[config.mk]
export PLATFORM = sky130hd
export DESIGN_NAME = record_sequence_reorder_buffer
export DESIGN_NICKNAME = d
export VERILOG_FILES = /design/src/rtl/rsrb_pkg.sv /design/src/rtl/rsrb_slot_mem.sv /design/src/rtl/rsrb_ctrl.sv /design/src/rtl/record_sequence_reorder_buffer.sv
export SDC_FILE = /design/constraint.sdc
export NUM_CORES = 2
export LEC_CHECK = 0
export ABC_CLOCK_PERIOD_IN_PS = 22700
export BUFFER_PORTS_ARGS = -buffer_cell sky130_fd_sc_hd__buf_4
export CAP_MARGIN = 15
export CORE_ASPECT_RATIO = 1.2
export CORE_MARGIN = 1
export CORE_UTILIZATION = 54
export CTS_CLUSTER_DIAMETER = 200
export DETAILED_ROUTE_END_ITERATION = 6
export GPL_ROUTABILITY_DRIVEN = 0
export PLACE_DENSITY = 0.71
export SYNTH_ARGS = -nofsm -noshare
export SYNTH_HDL_FRONTEND = slang
export SYNTH_HIERARCHICAL = 1
export SYNTH_SLANG_ARGS = --single-unit
export TNS_END_PERCENT = 100
[constraint.sdc]
create_clock -name clk -period 22.7 [get_ports clk]
set_input_delay 1.135 -clock clk [delete_from_list [all_inputs] [get_ports clk]]
set_output_delay 1.135 -clock clk [all_outputs]
set_load 0.01 [all_outputs]
[src/rtl/rsrb_pkg.sv]
// Package for the record sequence reorder buffer: sizes, codes and shared types.
// Used by every module under rtl; depends on nothing.
package rsrb_pkg;

	localparam int SLOT_COUNT      = 16;
	localparam int SLOT_BITS       = (SLOT_COUNT > 1) ? $clog2(SLOT_COUNT) : 1;
	localparam int HANDLE_BITS     = 10;
	localparam int OUT_HANDLE_BITS = 10;

	localparam logic [7:0]  TYPE_CCS    = 8'd20;
	localparam logic [15:0] VER_DTLS10  = 16'hFEFF;
	localparam logic [15:0] VER_DTLS12  = 16'hFEFD;
	localparam logic [15:0] VER_DTLS13  = 16'hFEFC;

	localparam logic ACT_INSERT  = 1'b0;
	localparam logic ACT_RELEASE = 1'b1;

	typedef logic [SLOT_BITS-1:0]       slot_idx_t;
	typedef logic [HANDLE_BITS-1:0]     handle_t;
	typedef logic [OUT_HANDLE_BITS-1:0] out_handle_t;

	typedef enum logic [2:0] {
		ST_RELEASED    = 3'd0,
		ST_EMPTY       = 3'd1,
		ST_NOT_READY   = 3'd2,
		ST_BAD_VERSION = 3'd3,
		ST_FULL        = 3'd4,
		ST_INSERTED    = 3'd5,
		ST_DUPLICATE   = 3'd6
	} status_t;

	typedef enum logic [1:0] {
		FSM_IDLE,
		FSM_SCAN,
		FSM_DRAIN,
		FSM_FINISH
	} fsm_t;

	// one stored descriptor; key is epoch in the upper 16 bits, sequence below
	typedef struct packed {
		logic [63:0] key;
		logic [7:0]  rtype;
		logic [15:0] len;
		handle_t     handle;
	} entry_t;

	typedef struct packed {
		logic        en;
		slot_idx_t   addr;
		entry_t      data;
	} mem_wr_t;

	typedef struct packed {
		logic        action;
		logic [15:0] version;
		logic [7:0]  rtype;
		logic [15:0] epoch;
		logic [47:0] seq;
		logic [15:0] len;
		handle_t     handle;
	} item_t;

	typedef struct packed {
		status_t     status;
		logic [15:0] epoch;
		logic [47:0] seq;
		logic [7:0]  rtype;
		logic [15:0] len;
		out_handle_t handle;
	} result_t;

	function automatic logic version_ok(input logic [15:0] v);
		return (v == VER_DTLS10) || (v == VER_DTLS12) || (v == VER_DTLS13);
	endfunction

endpackage

[src/rtl/rsrb_slot_mem.sv]
// Descriptor store: one write port, one read port with registered read data.
// Depends on rsrb_pkg for the entry type and slot count.
module rsrb_slot_mem (
	input  logic               clk,
	input  rsrb_pkg::mem_wr_t  wr,
	input  rsrb_pkg::slot_idx_t raddr,
	output rsrb_pkg::entry_t   rdata
);

	rsrb_pkg::entry_t mem_q [rsrb_pkg::SLOT_COUNT];
	rsrb_pkg::entry_t rdata_q;

	always_ff @(posedge clk) begin
		if (wr.en) begin
			mem_q[wr.addr] <= wr.data;
		end
	end

	always_ff @(posedge clk) begin
		rdata_q <= mem_q[raddr];
	end

	assign rdata = rdata_q;

endmodule

[src/rtl/rsrb_ctrl.sv]
// Sequencer for the reorder buffer: sweeps the descriptor store for duplicate,
// free slot and smallest key, then commits. Holds valid bits and expected epoch:seq.
// Depends on rsrb_pkg.
module rsrb_ctrl (
	input  logic                 clk,
	input  logic                 arst_n,
	input  logic                 req_valid,
	output logic                 req_stall,
	input  rsrb_pkg::item_t      item,
	output rsrb_pkg::mem_wr_t    mem_wr,
	output rsrb_pkg::slot_idx_t  mem_raddr,
	input  rsrb_pkg::entry_t     mem_rdata,
	output logic                 res_valid,
	output rsrb_pkg::result_t    res,
	input  logic                 res_ready
);

	localparam rsrb_pkg::slot_idx_t LAST_IDX = rsrb_pkg::SLOT_BITS'(rsrb_pkg::SLOT_COUNT - 1);

	rsrb_pkg::fsm_t state_q, state_d;

	// captured transaction
	logic                 act_q;
	logic                 ver_ok_q;
	logic [63:0]          key_q;
	logic [7:0]           rtype_q;
	logic [15:0]          len_q;
	rsrb_pkg::handle_t    hdl_q;

	// sweep pipeline
	rsrb_pkg::slot_idx_t  rd_cnt_q;
	logic                 rd_vld_s1;
	rsrb_pkg::slot_idx_t  rd_idx_s1;

	// sweep results
	logic                 dup_q;
	logic                 free_ok_q;
	rsrb_pkg::slot_idx_t  free_idx_q;
	logic                 min_ok_q;
	rsrb_pkg::slot_idx_t  min_idx_q;
	rsrb_pkg::entry_t     min_q;

	logic [rsrb_pkg::SLOT_COUNT-1:0] valid_q;
	logic [15:0]          exp_epoch_q;
	logic [47:0]          exp_seq_q;

	logic                 accept;
	logic                 commit;
	logic                 do_insert;
	logic                 do_release;
	logic                 slot_v;

	assign accept = req_valid && !req_stall;
	assign commit = res_valid && res_ready;
	assign slot_v = valid_q[rd_idx_s1];
	assign mem_raddr = rd_cnt_q;

	always_ff @(posedge clk or negedge arst_n) begin
		if (!arst_n) begin
			state_q <= rsrb_pkg::FSM_IDLE;
		end else begin
			state_q <= state_d;
		end
	end

	always_comb begin
		state_d    = state_q;
		req_stall  = 1'b1;
		res_valid  = 1'b0;
		do_insert  = 1'b0;
		do_release = 1'b0;
		res        = '0;
		res.status = rsrb_pkg::ST_EMPTY;
		case (state_q)
			rsrb_pkg::FSM_IDLE: begin
				req_stall = 1'b0;
				if (req_valid) begin
					if (item.action == rsrb_pkg::ACT_INSERT &&
					    !rsrb_pkg::version_ok(item.version)) begin
						state_d = rsrb_pkg::FSM_FINISH;
					end else begin
						state_d = rsrb_pkg::FSM_SCAN;
					end
				end
			end
			rsrb_pkg::FSM_SCAN: begin
				if (rd_cnt_q == LAST_IDX) begin
					state_d = rsrb_pkg::FSM_DRAIN;
				end
			end
			rsrb_pkg::FSM_DRAIN: begin
				state_d = rsrb_pkg::FSM_FINISH;
			end
			rsrb_pkg::FSM_FINISH: begin
				res_valid = 1'b1;
				if (act_q == rsrb_pkg::ACT_INSERT) begin
					if (!ver_ok_q) begin
						res.status = rsrb_pkg::ST_BAD_VERSION;
					end else if (dup_q) begin
						res.status = rsrb_pkg::ST_DUPLICATE;
					end else if (!free_ok_q) begin
						res.status = rsrb_pkg::ST_FULL;
					end else begin
						res.status = rsrb_pkg::ST_INSERTED;
						do_insert  = 1'b1;
					end
				end else begin
					if (!min_ok_q) begin
						res.status = rsrb_pkg::ST_EMPTY;
					end else if (min_q.key != {exp_epoch_q, exp_seq_q}) begin
						res.status = rsrb_pkg::ST_NOT_READY;
					end else begin
						res.status = rsrb_pkg::ST_RELEASED;
						res.epoch  = min_q.key[63:48];
						res.seq    = min_q.key[47:0];
						res.rtype  = min_q.rtype;
						res.len    = min_q.len;
						res.handle = rsrb_pkg::out_handle_t'(min_q.handle);
						do_release = 1'b1;
					end
				end
				if (res_ready) begin
					state_d = rsrb_pkg::FSM_IDLE;
				end
			end
			default: begin
				state_d = rsrb_pkg::FSM_IDLE;
			end
		endcase
	end

	always_comb begin
		mem_wr            = '0;
		mem_wr.en         = commit && do_insert;
		mem_wr.addr       = free_idx_q;
		mem_wr.data.key   = key_q;
		mem_wr.data.rtype = rtype_q;
		mem_wr.data.len   = len_q;
		mem_wr.data.handle = hdl_q;
	end

	// latch the transaction
	always_ff @(posedge clk) begin
		if (accept) begin
			act_q    <= item.action;
			ver_ok_q <= rsrb_pkg::version_ok(item.version);
			key_q    <= {item.epoch, item.seq};
			rtype_q  <= item.rtype;
			len_q    <= item.len;
			hdl_q    <= item.handle;
		end
	end

	always_ff @(posedge clk or negedge arst_n) begin
		if (!arst_n) begin
			rd_cnt_q  <= '0;
			rd_vld_s1 <= 1'b0;
			rd_idx_s1 <= '0;
		end else begin
			rd_vld_s1 <= (state_q == rsrb_pkg::FSM_SCAN);
			rd_idx_s1 <= rd_cnt_q;
			if (accept) begin
				rd_cnt_q <= '0;
			end else if (state_q == rsrb_pkg::FSM_SCAN) begin
				rd_cnt_q <= rd_cnt_q + 1'b1;
			end
		end
	end

	// fold each returned entry into the sweep results
	always_ff @(posedge clk or negedge arst_n) begin
		if (!arst_n) begin
			dup_q     <= 1'b0;
			free_ok_q <= 1'b0;
			min_ok_q  <= 1'b0;
		end else if (accept) begin
			dup_q     <= 1'b0;
			free_ok_q <= 1'b0;
			min_ok_q  <= 1'b0;
		end else if (rd_vld_s1) begin
			if (slot_v && mem_rdata.key == key_q) begin
				dup_q <= 1'b1;
			end
			if (!slot_v && !free_ok_q) begin
				free_ok_q <= 1'b1;
			end
			if (slot_v && (!min_ok_q || mem_rdata.key < min_q.key)) begin
				min_ok_q <= 1'b1;
			end
		end
	end

	always_ff @(posedge clk) begin
		if (rd_vld_s1) begin
			if (!slot_v && !free_ok_q) begin
				free_idx_q <= rd_idx_s1;
			end
			if (slot_v && (!min_ok_q || mem_rdata.key < min_q.key)) begin
				min_idx_q <= rd_idx_s1;
				min_q     <= mem_rdata;
			end
		end
	end

	always_ff @(posedge clk or negedge arst_n) begin
		if (!arst_n) begin
			valid_q     <= '0;
			exp_epoch_q <= '0;
			exp_seq_q   <= '0;
		end else if (commit) begin
			if (do_insert) begin
				valid_q[free_idx_q] <= 1'b1;
			end
			if (do_release) begin
				valid_q[min_idx_q] <= 1'b0;
				if (min_q.rtype == rsrb_pkg::TYPE_CCS) begin
					exp_epoch_q <= exp_epoch_q + 16'd1;
					exp_seq_q   <= '0;
				end else begin
					exp_epoch_q <= min_q.key[63:48];
					exp_seq_q   <= min_q.key[47:0] + 48'd1;
				end
			end
		end
	end

endmodule

[src/rtl/record_sequence_reorder_buffer.sv]
// Top level of the record sequence reorder buffer: request port, sequencer,
// descriptor store and the response output register. Depends on rsrb_pkg,
// rsrb_slot_mem and rsrb_ctrl.
//
//  - Request channel (req_valid/req_stall): one transaction per record. action 0
//    inserts a descriptor under key epoch:seq; action 1 asks for the next
//    in-order record. A transaction is taken when req_valid is high and
//    req_stall is low.
//  - Response channel (rsp_valid/rsp_stall): exactly one response per request,
//    in request order; the record fields are only nonzero on a release.
//  - Sweep: a request with a good version or a release sweeps all SLOT_COUNT
//    slots through the single read port of the descriptor store and occupies
//    the block until its response is loaded into the output register; no new
//    request is taken in that time. An insert with a bad version skips the
//    sweep and goes straight to its response.
//  - The output register holds one response while the next request is worked on;
//    if the receiver keeps stalling, the following response holds in the
//    sequencer and the request side stalls.
//  - Reset (arst_n low) empties the store, whose valid bits are flip-flops, and
//    clears expected epoch and sequence; no clearing pass is needed.
module record_sequence_reorder_buffer (
	input  logic        clk,
	input  logic        arst_n,

	input  logic        req_valid,
	output logic        req_stall,
	input  logic        action,
	input  logic [15:0] record_version,
	input  logic [7:0]  record_type,
	input  logic [15:0] record_epoch,
	input  logic [47:0] record_seq,
	input  logic [15:0] record_length,
	input  logic [9:0]  record_handle,

	output logic        rsp_valid,
	input  logic        rsp_stall,
	output logic [2:0]  status,
	output logic [15:0] out_epoch,
	output logic [47:0] out_seq,
	output logic [7:0]  out_type,
	output logic [15:0] out_length,
	output logic [9:0]  out_handle
);

	rsrb_pkg::item_t     item;
	rsrb_pkg::mem_wr_t   mem_wr;
	rsrb_pkg::slot_idx_t mem_raddr;
	rsrb_pkg::entry_t    mem_rdata;
	rsrb_pkg::result_t   res;
	logic                res_valid;
	logic                res_ready;

	// response output register
	logic                out_valid_q;
	rsrb_pkg::result_t   out_q;

	// bundle the request fields; the handle is cut or widened to the stored width
	always_comb begin
		item.action  = action;
		item.version = record_version;
		item.rtype   = record_type;
		item.epoch   = record_epoch;
		item.seq     = record_seq;
		item.len     = record_length;
		item.handle  = rsrb_pkg::handle_t'(record_handle);
	end

	rsrb_slot_mem u_mem (
		.clk   (clk),
		.wr    (mem_wr),
		.raddr (mem_raddr),
		.rdata (mem_rdata)
	);

	rsrb_ctrl u_ctrl (
		.clk       (clk),
		.arst_n    (arst_n),
		.req_valid (req_valid),
		.req_stall (req_stall),
		.item      (item),
		.mem_wr    (mem_wr),
		.mem_raddr (mem_raddr),
		.mem_rdata (mem_rdata),
		.res_valid (res_valid),
		.res       (res),
		.res_ready (res_ready)
	);

	// load a new response when the register is empty or being drained this cycle
	assign res_ready = !out_valid_q || !rsp_stall;

	always_ff @(posedge clk or negedge arst_n) begin
		if (!arst_n) begin
			out_valid_q <= 1'b0;
		end else if (res_ready) begin
			out_valid_q <= res_valid;
		end
	end

	// hold the payload while stalled
	always_ff @(posedge clk) begin
		if (res_valid && res_ready) begin
			out_q <= res;
		end
	end

	assign rsp_valid  = out_valid_q;
	assign status     = out_q.status;
	assign out_epoch  = out_q.epoch;
	assign out_seq    = out_q.seq;
	assign out_type   = out_q.rtype;
	assign out_length = out_q.len;
	assign out_handle = out_q.handle;

endmodule
# Yosys cells after proc, flatten, opt, wreduce, memory -nomap -nowiden
# Memory sizes are Yosys's and may differ from the RTL's. A register that Yosys moved wholly into a read port is not among the register bits.
# Index checks and enable logic that the tools add are counted.
dict set report op_classes {
  magnitude_cmp 6
  mux 46
  shift 0
  div_mod_pow 0
  eq_ne 13
  reduce_logical 33
  n_mul 0
  addsub 3
  bitwise 7
}
# operator n
set ops {}
lappend ops {{equality test 64 bit} 1}
lappend ops {{less-than comparator 64 bit} 1}
lappend ops {{2-to-1 mux 16 bit} 4}
lappend ops {{inequality test 64 bit} 1}
lappend ops {{adder 48 x 1 -> 48 bit, second input constant} 1}
lappend ops {{equality test 16 bit, second input constant} 3}
lappend ops {{2-to-1 mux 48 bit} 1}
lappend ops {{2-to-1 mux 1 bit} 26}
lappend ops {{adder 16 x 1 -> 16 bit, second input constant} 1}
lappend ops {{AND 16 bit} 1}
lappend ops {{NOT 16 bit} 1}
lappend ops {{bitwise OR 16 bit} 1}
lappend ops {{less-than comparator 4 x 5 -> 1 bit, second input constant} 3}
lappend ops {{2-to-1 mux 3 bit} 4}
lappend ops {{AND reduction 2 bit} 6}
lappend ops {{2-to-1 mux 2 bit} 5}
lappend ops {{nonzero test 2 bit} 5}
lappend ops {{logical AND 1 bit} 9}
lappend ops {{demux 1 bit (select 4 bit)} 2}
lappend ops {{equality test 8 x 5 -> 1 bit, second input constant} 1}
lappend ops {{>= comparator 4 x 1 -> 1 bit, second input constant} 2}
lappend ops {{2-to-1 mux 4 bit} 2}
lappend ops {{one-hot mux 2 bit (4 select lines)} 1}
lappend ops {{zero test 1 bit} 6}
lappend ops {{other kinds (12)} 20}
dict set report totals {
  in_bits 119
  wordCells 138
  ff_bits 402
  latchBits 0
  ram_bits 1568
  memories 1
  mem_bits_ro 0
}
# name words width rd rd_ports_with_merged_regs wr line_no
set mem_list {}
lappend mem_list {u_mem.mem_q 16 98 1 1 1 rsrb_slot_mem.sv:10} ;# rsrb_pkg::entry_t mem_q [rsrb_pkg::SLOT_COUNT];

# Longest topological paths before layout
dict set report depth {
  word_depth 9
  ltp_mapped 10
  depth_no_buf 8
}

# Modules after synthesis
# The synthesis kept the hierarchy.
# mod cells_per_inst seq_area_each_um2 area_per_inst_um2 instances
set modules_own_cells {}
lappend modules_own_cells {rsrb_slot_mem 2510 49047.0 60509.3 1}
lappend modules_own_cells {rsrb_ctrl 1303 8538.2 15377.2 1}
lappend modules_own_cells {record_sequence_reorder_buffer 105 3057.9 3080.5 1}

# Least setup slack after synthesis
# Ideal clock, no wire load.
dict set report synth_timing {
  kind {input port to flip-flop}
  from {input rsp_stall}
  to {memory u_mem/mem_q[0][0] (netlist bit) (enable)}
  required_ns 22.025
  setup_ns 0.675
  path_slack_ns 13.385
  arrival_ns 8.640
  path_stages 4
  cell_sequence {nand2_1 -> and4b_1 -> or3b_2 -> nor3_1}
}
# item line_no
set synth_lines {}
lappend synth_lines {{start: declaration} record_sequence_reorder_buffer.sv:36} ;# input logic rsp_stall,
lappend synth_lines {{end: declaration} rsrb_slot_mem.sv:10}

# Worst setup path after layout
dict set report layout_timing {
  from {register u_ctrl/min_q[53] (netlist bit)}
  to {register u_ctrl/min_q[9] (netlist bit) (enable)}
}
dict set report layout_via {
  elab_chain_cells 4
}
# item line_no
set layout_rtl {}
lappend layout_rtl {{start: declaration} rsrb_ctrl.sv:41} ;# rsrb_pkg::entry_t min_q;
lappend layout_rtl {{start signal: assignment} rsrb_ctrl.sv:200} ;# min_q <= mem_rdata;
lappend layout_rtl {{less-than comparator 64 bit} rsrb_ctrl.sv:198} ;# if (slot_v && (!min_ok_q || mem_rdata.key < min_q.key)) begin
lappend layout_rtl {{logical OR 1 bit} rsrb_ctrl.sv:198}
lappend layout_rtl {{logical AND 1 bit} rsrb_ctrl.sv:198}
lappend layout_rtl {{AND reduction 2 bit (no source line)} -}
# No other way between the ends.
# A chain may end at the register's enable or synchronous reset.

==> flow_summary.toml <==
[sta]
worst_pin_slew_ps = 1170
worst_slack_ps = 17840
layout_min_cycle_time_ps = 4860
setup_tns_ps = 0
rsz0062_at_grt = "no"
setup_viol = 0
finalCritPeriodShare_pct = 21.4
timing.slew.headroom_pct = 21.7
clock_skew_ps = 40.4
drv_slew = 0
fmax_mhz = 206
hold_viol_final = 0

[placement]
port-buffer-count = 221
hpwl_mm = 108
dpl_worst_slack_ps = 17810

[clock_network]
h-tree-depth = 4
root_buffer = "clkbuf_16"
cts_tree = "yes"
worstSkewPairLatency_ps = 830
cts_sinks = 2068
postCtsHoldBufs = 0
postCtsSetupRepairBufs = 0
cts_resized = 0
cts_inserted_buffers = 191
clk_path_buf_depth = 3
clkTransAtPathRegs_ps = 60

[synthesis]
synth-seq-cells = 2068
yosysMostFrequentCell = "edfxtp_1"
synth.distinct_cells = 72
synth_top_area_share_pct = 71.3
netlist_area_um2 = 79000
synthTopCellsByCount = "1,875 x edfxtp_1, 396 x mux4_2, 197 x a22oi_1"
synth-edff-count = 1875
async_flop_share_pct = 4.59
post-synth-top-area-cell = "edfxtp_1"
yosys_warnings = 6
synth_top_cells_by_area = "edfxtp_1 71%, mux4_2 11%, dfrtp_1 3.0%"
synth_area_per_cell_um2 = 20.2
ys.flop_type = "edfxtp_1"
syn_inst = 3918
ys_seq_area_share_pct = 76.8
synth_nets = 4108

[critical_path]
worstSetupStartpointType = "flop"
path_delay_family = "compound AO/OA/AOI/OAI gates"
critPathMaxFanout = 43
crit_path_max_incr_delay_ps = 770
crit_type = "flop to flop"
arrival_ps = 5300
cp_num_buf_inv = 3
cpMostUsedCell = "buf_4"
crit_path_end_kind = "flop"
required_ps = 23140
cp_cell_sequence = "inv_1 -> ha_1 -> a211oi_1 -> o22ai_1 -> o41a_1 -> a2111oi_0 -> nand4_1 -> a31oi_4 -> buf_4 -> buf_4"
critPathSlowestCell = "a31oi_4"

[power]
peakVddDrop_mv = 0.0895
clockPowerShare_pct = 32.4
p_sw_uw = 2790
cellPowerDensity_nw_per_um2 = 112
power_frac_comb_pct = 18.5
internal_power_uw = 7220
p_seq_share_pct = 49.1
p_leak_uw = 0.0294
switching_share_pct = 27.9

[run]
maxCapViolations = 0

[worst_hold_path]
hold_path.class = "primary input to async pin"

[detailed_routing]
drc = 0
vias_per_cell = 6.31
vias = 39900
drtPass1Iterations = 7
routed_wl_mm = 189
wire_per_inst_um = 29.9
ant_nets = 0
drt_iter0_drc = 4468

[global_routing]
antenna_found_initial = 4
grt_pass1_vias = 40200
grt_overflow = 0
grt_start_max_net_pins = 143
grt_pass1_wl_mm = 274
track_usage_pct = 25.8

[floorplanning]
fp.dieArea_um2 = 148000
rows = 153
die_h_um = 421
die_w_um = 351
core_area_um2 = 145000
start_util_pct = 54.4
ios = 222

[finish]
nets = 4405
drive_gt1_share_pct = 23.5
area_growth_pct = 13.1

[run_status]
status = "complete, no violations"
==> kinds of logic (layout without fill, tap and decap cells) <==
| group | Yosys count | after routing | synth area share (%) |
|---|---|---|---|
| AO/OA/AOI/OAI | 469 | 469 | 4.09 |
| other | 0 | 1 | 0 |
| adder cells (fa/ha/maj) | 71 | 71 | 1.12 |
| flip-flops | 2068 | 2068 | 76.8 |
| multiplexers | 402 | 402 | 11.4 |
| buffers and inverters | 275 | 741 | 1.61 |
| XOR/XNOR | 150 | 150 | 1.66 |
| AND/OR/NAND/NOR | 483 | 483 | 3.35 |
==> power by group through the flow <==
| stage | clock, µW | combinational, µW | sequential (µW) |
|---|---|---|---|
| floorplan | 0 | 1340 | 4790 |
| global placement | 0 | 1850 | 4980 |
| detailed placement | 0 | 1860 | 4990 |
| CTS | 3290 | 1870 | 4910 |
| global route | 3430 | 1980 | 4940 |
| finish | 3250 | 1850 | 4910 |
==> state kept, by name, summed over array words and instances, names as in the netlist, 10 cells and up <==
register,count
u_mem/mem_q,1568
u_ctrl/min_q,98
u_mem/rdata,98
u_ctrl/key_q,64
out_seq,48
u_ctrl/exp_seq_q,48
out_epoch,16
out_length,16
u_ctrl/exp_epoch_q,16
u_ctrl/len_q,16
u_ctrl/valid_q,16
out_handle,10
u_ctrl/hdl_q,10
==> cells in the final DEF, fill, tap and decap left out, drive strengths merged, types with 7 or more instances in the layout <==
master   netlist  routed
clkbuf        85     268
inv           88      94
dfrtp         95      95
nor2b         19      19
and3          13      13
nor4          31      31
and4           8       8
edfxtp      1875    1875
o31ai         51      51
buf          102     291
nand2        131     131
xnor2        109     109
mux4         396     396
ha            71      71
xor2          41      41
dfxtp         98      98
clkinv         0      68
nand4         47      47
a21o          13      13
nand3         23      23
a211oi         9       9
nand2b        11      11
nor3          26      26
a22oi        197     197
a21oi         43      43
a2111oi        7       7
nor2          50      50
a31oi         29      29
and2         106     106
o21ai         78      78
bufinv         0      15
o22ai          8       8
==> area by class of cell <==
type | instances | area, µm²
Timing Repair Buffer | 291 | 2250
Fill cell | 9992 | 55800
Inverter | 88 | 330
Multi-Input combinational cell | 1575 | 17200
Clock inverter | 94 | 1040
Antenna cell | 1 | 2.50
Sequential cell | 2068 | 60700
Clock buffer | 268 | 5370
Tap cell | 1937 | 2420
==> layer usage <==
| layer | part of all wire, % | track usage [%] | vias up |
|---|---|---|---|
| met2 | 50 | 42.2 | 2158 |
| met5 | 0 | 0 | - |
| li1 | - | - | 16600 |
| met1 | 38 | 36.1 | 20800 |
| met4 | 3.0 | 8.04 | 0 |
| met3 | 8.5 | 3.87 | 314 |
==> stage by stage <==
stage	cells	hold slack (ps)	cell area, µm²	total power [µW]	utilization [%]
floorplan	3918	386	79000	6130	-
global placement	5958	389	82900	6830	57.1
detailed placement	5958	389	82900	6850	57.1
CTS	6320	237	89300	10100	61.5
global route	6321	289	89300	10300	61.5
finish	6322	288	89300	10000	61.5
==> final timing paths <==
path	from	to	slack, ps	cells past startpoint
max reg2reg	u_ctrl/min_q[53]	u_ctrl/min_q[9]	17840	10
max in group asynchronous	arst_n	u_ctrl/exp_seq_q[6]	21130	2
min in group clk	u_mem/rdata[5]	u_ctrl/min_q[5]	390	0
min	arst_n	u_ctrl/rd_vld_s1	290	1
max	u_ctrl/min_q[53]	u_ctrl/min_q[9]	17840	10
min reg2reg	u_mem/rdata[5]	u_ctrl/min_q[5]	390	0
No activity file was read; power rests on OpenSTA's default activity.
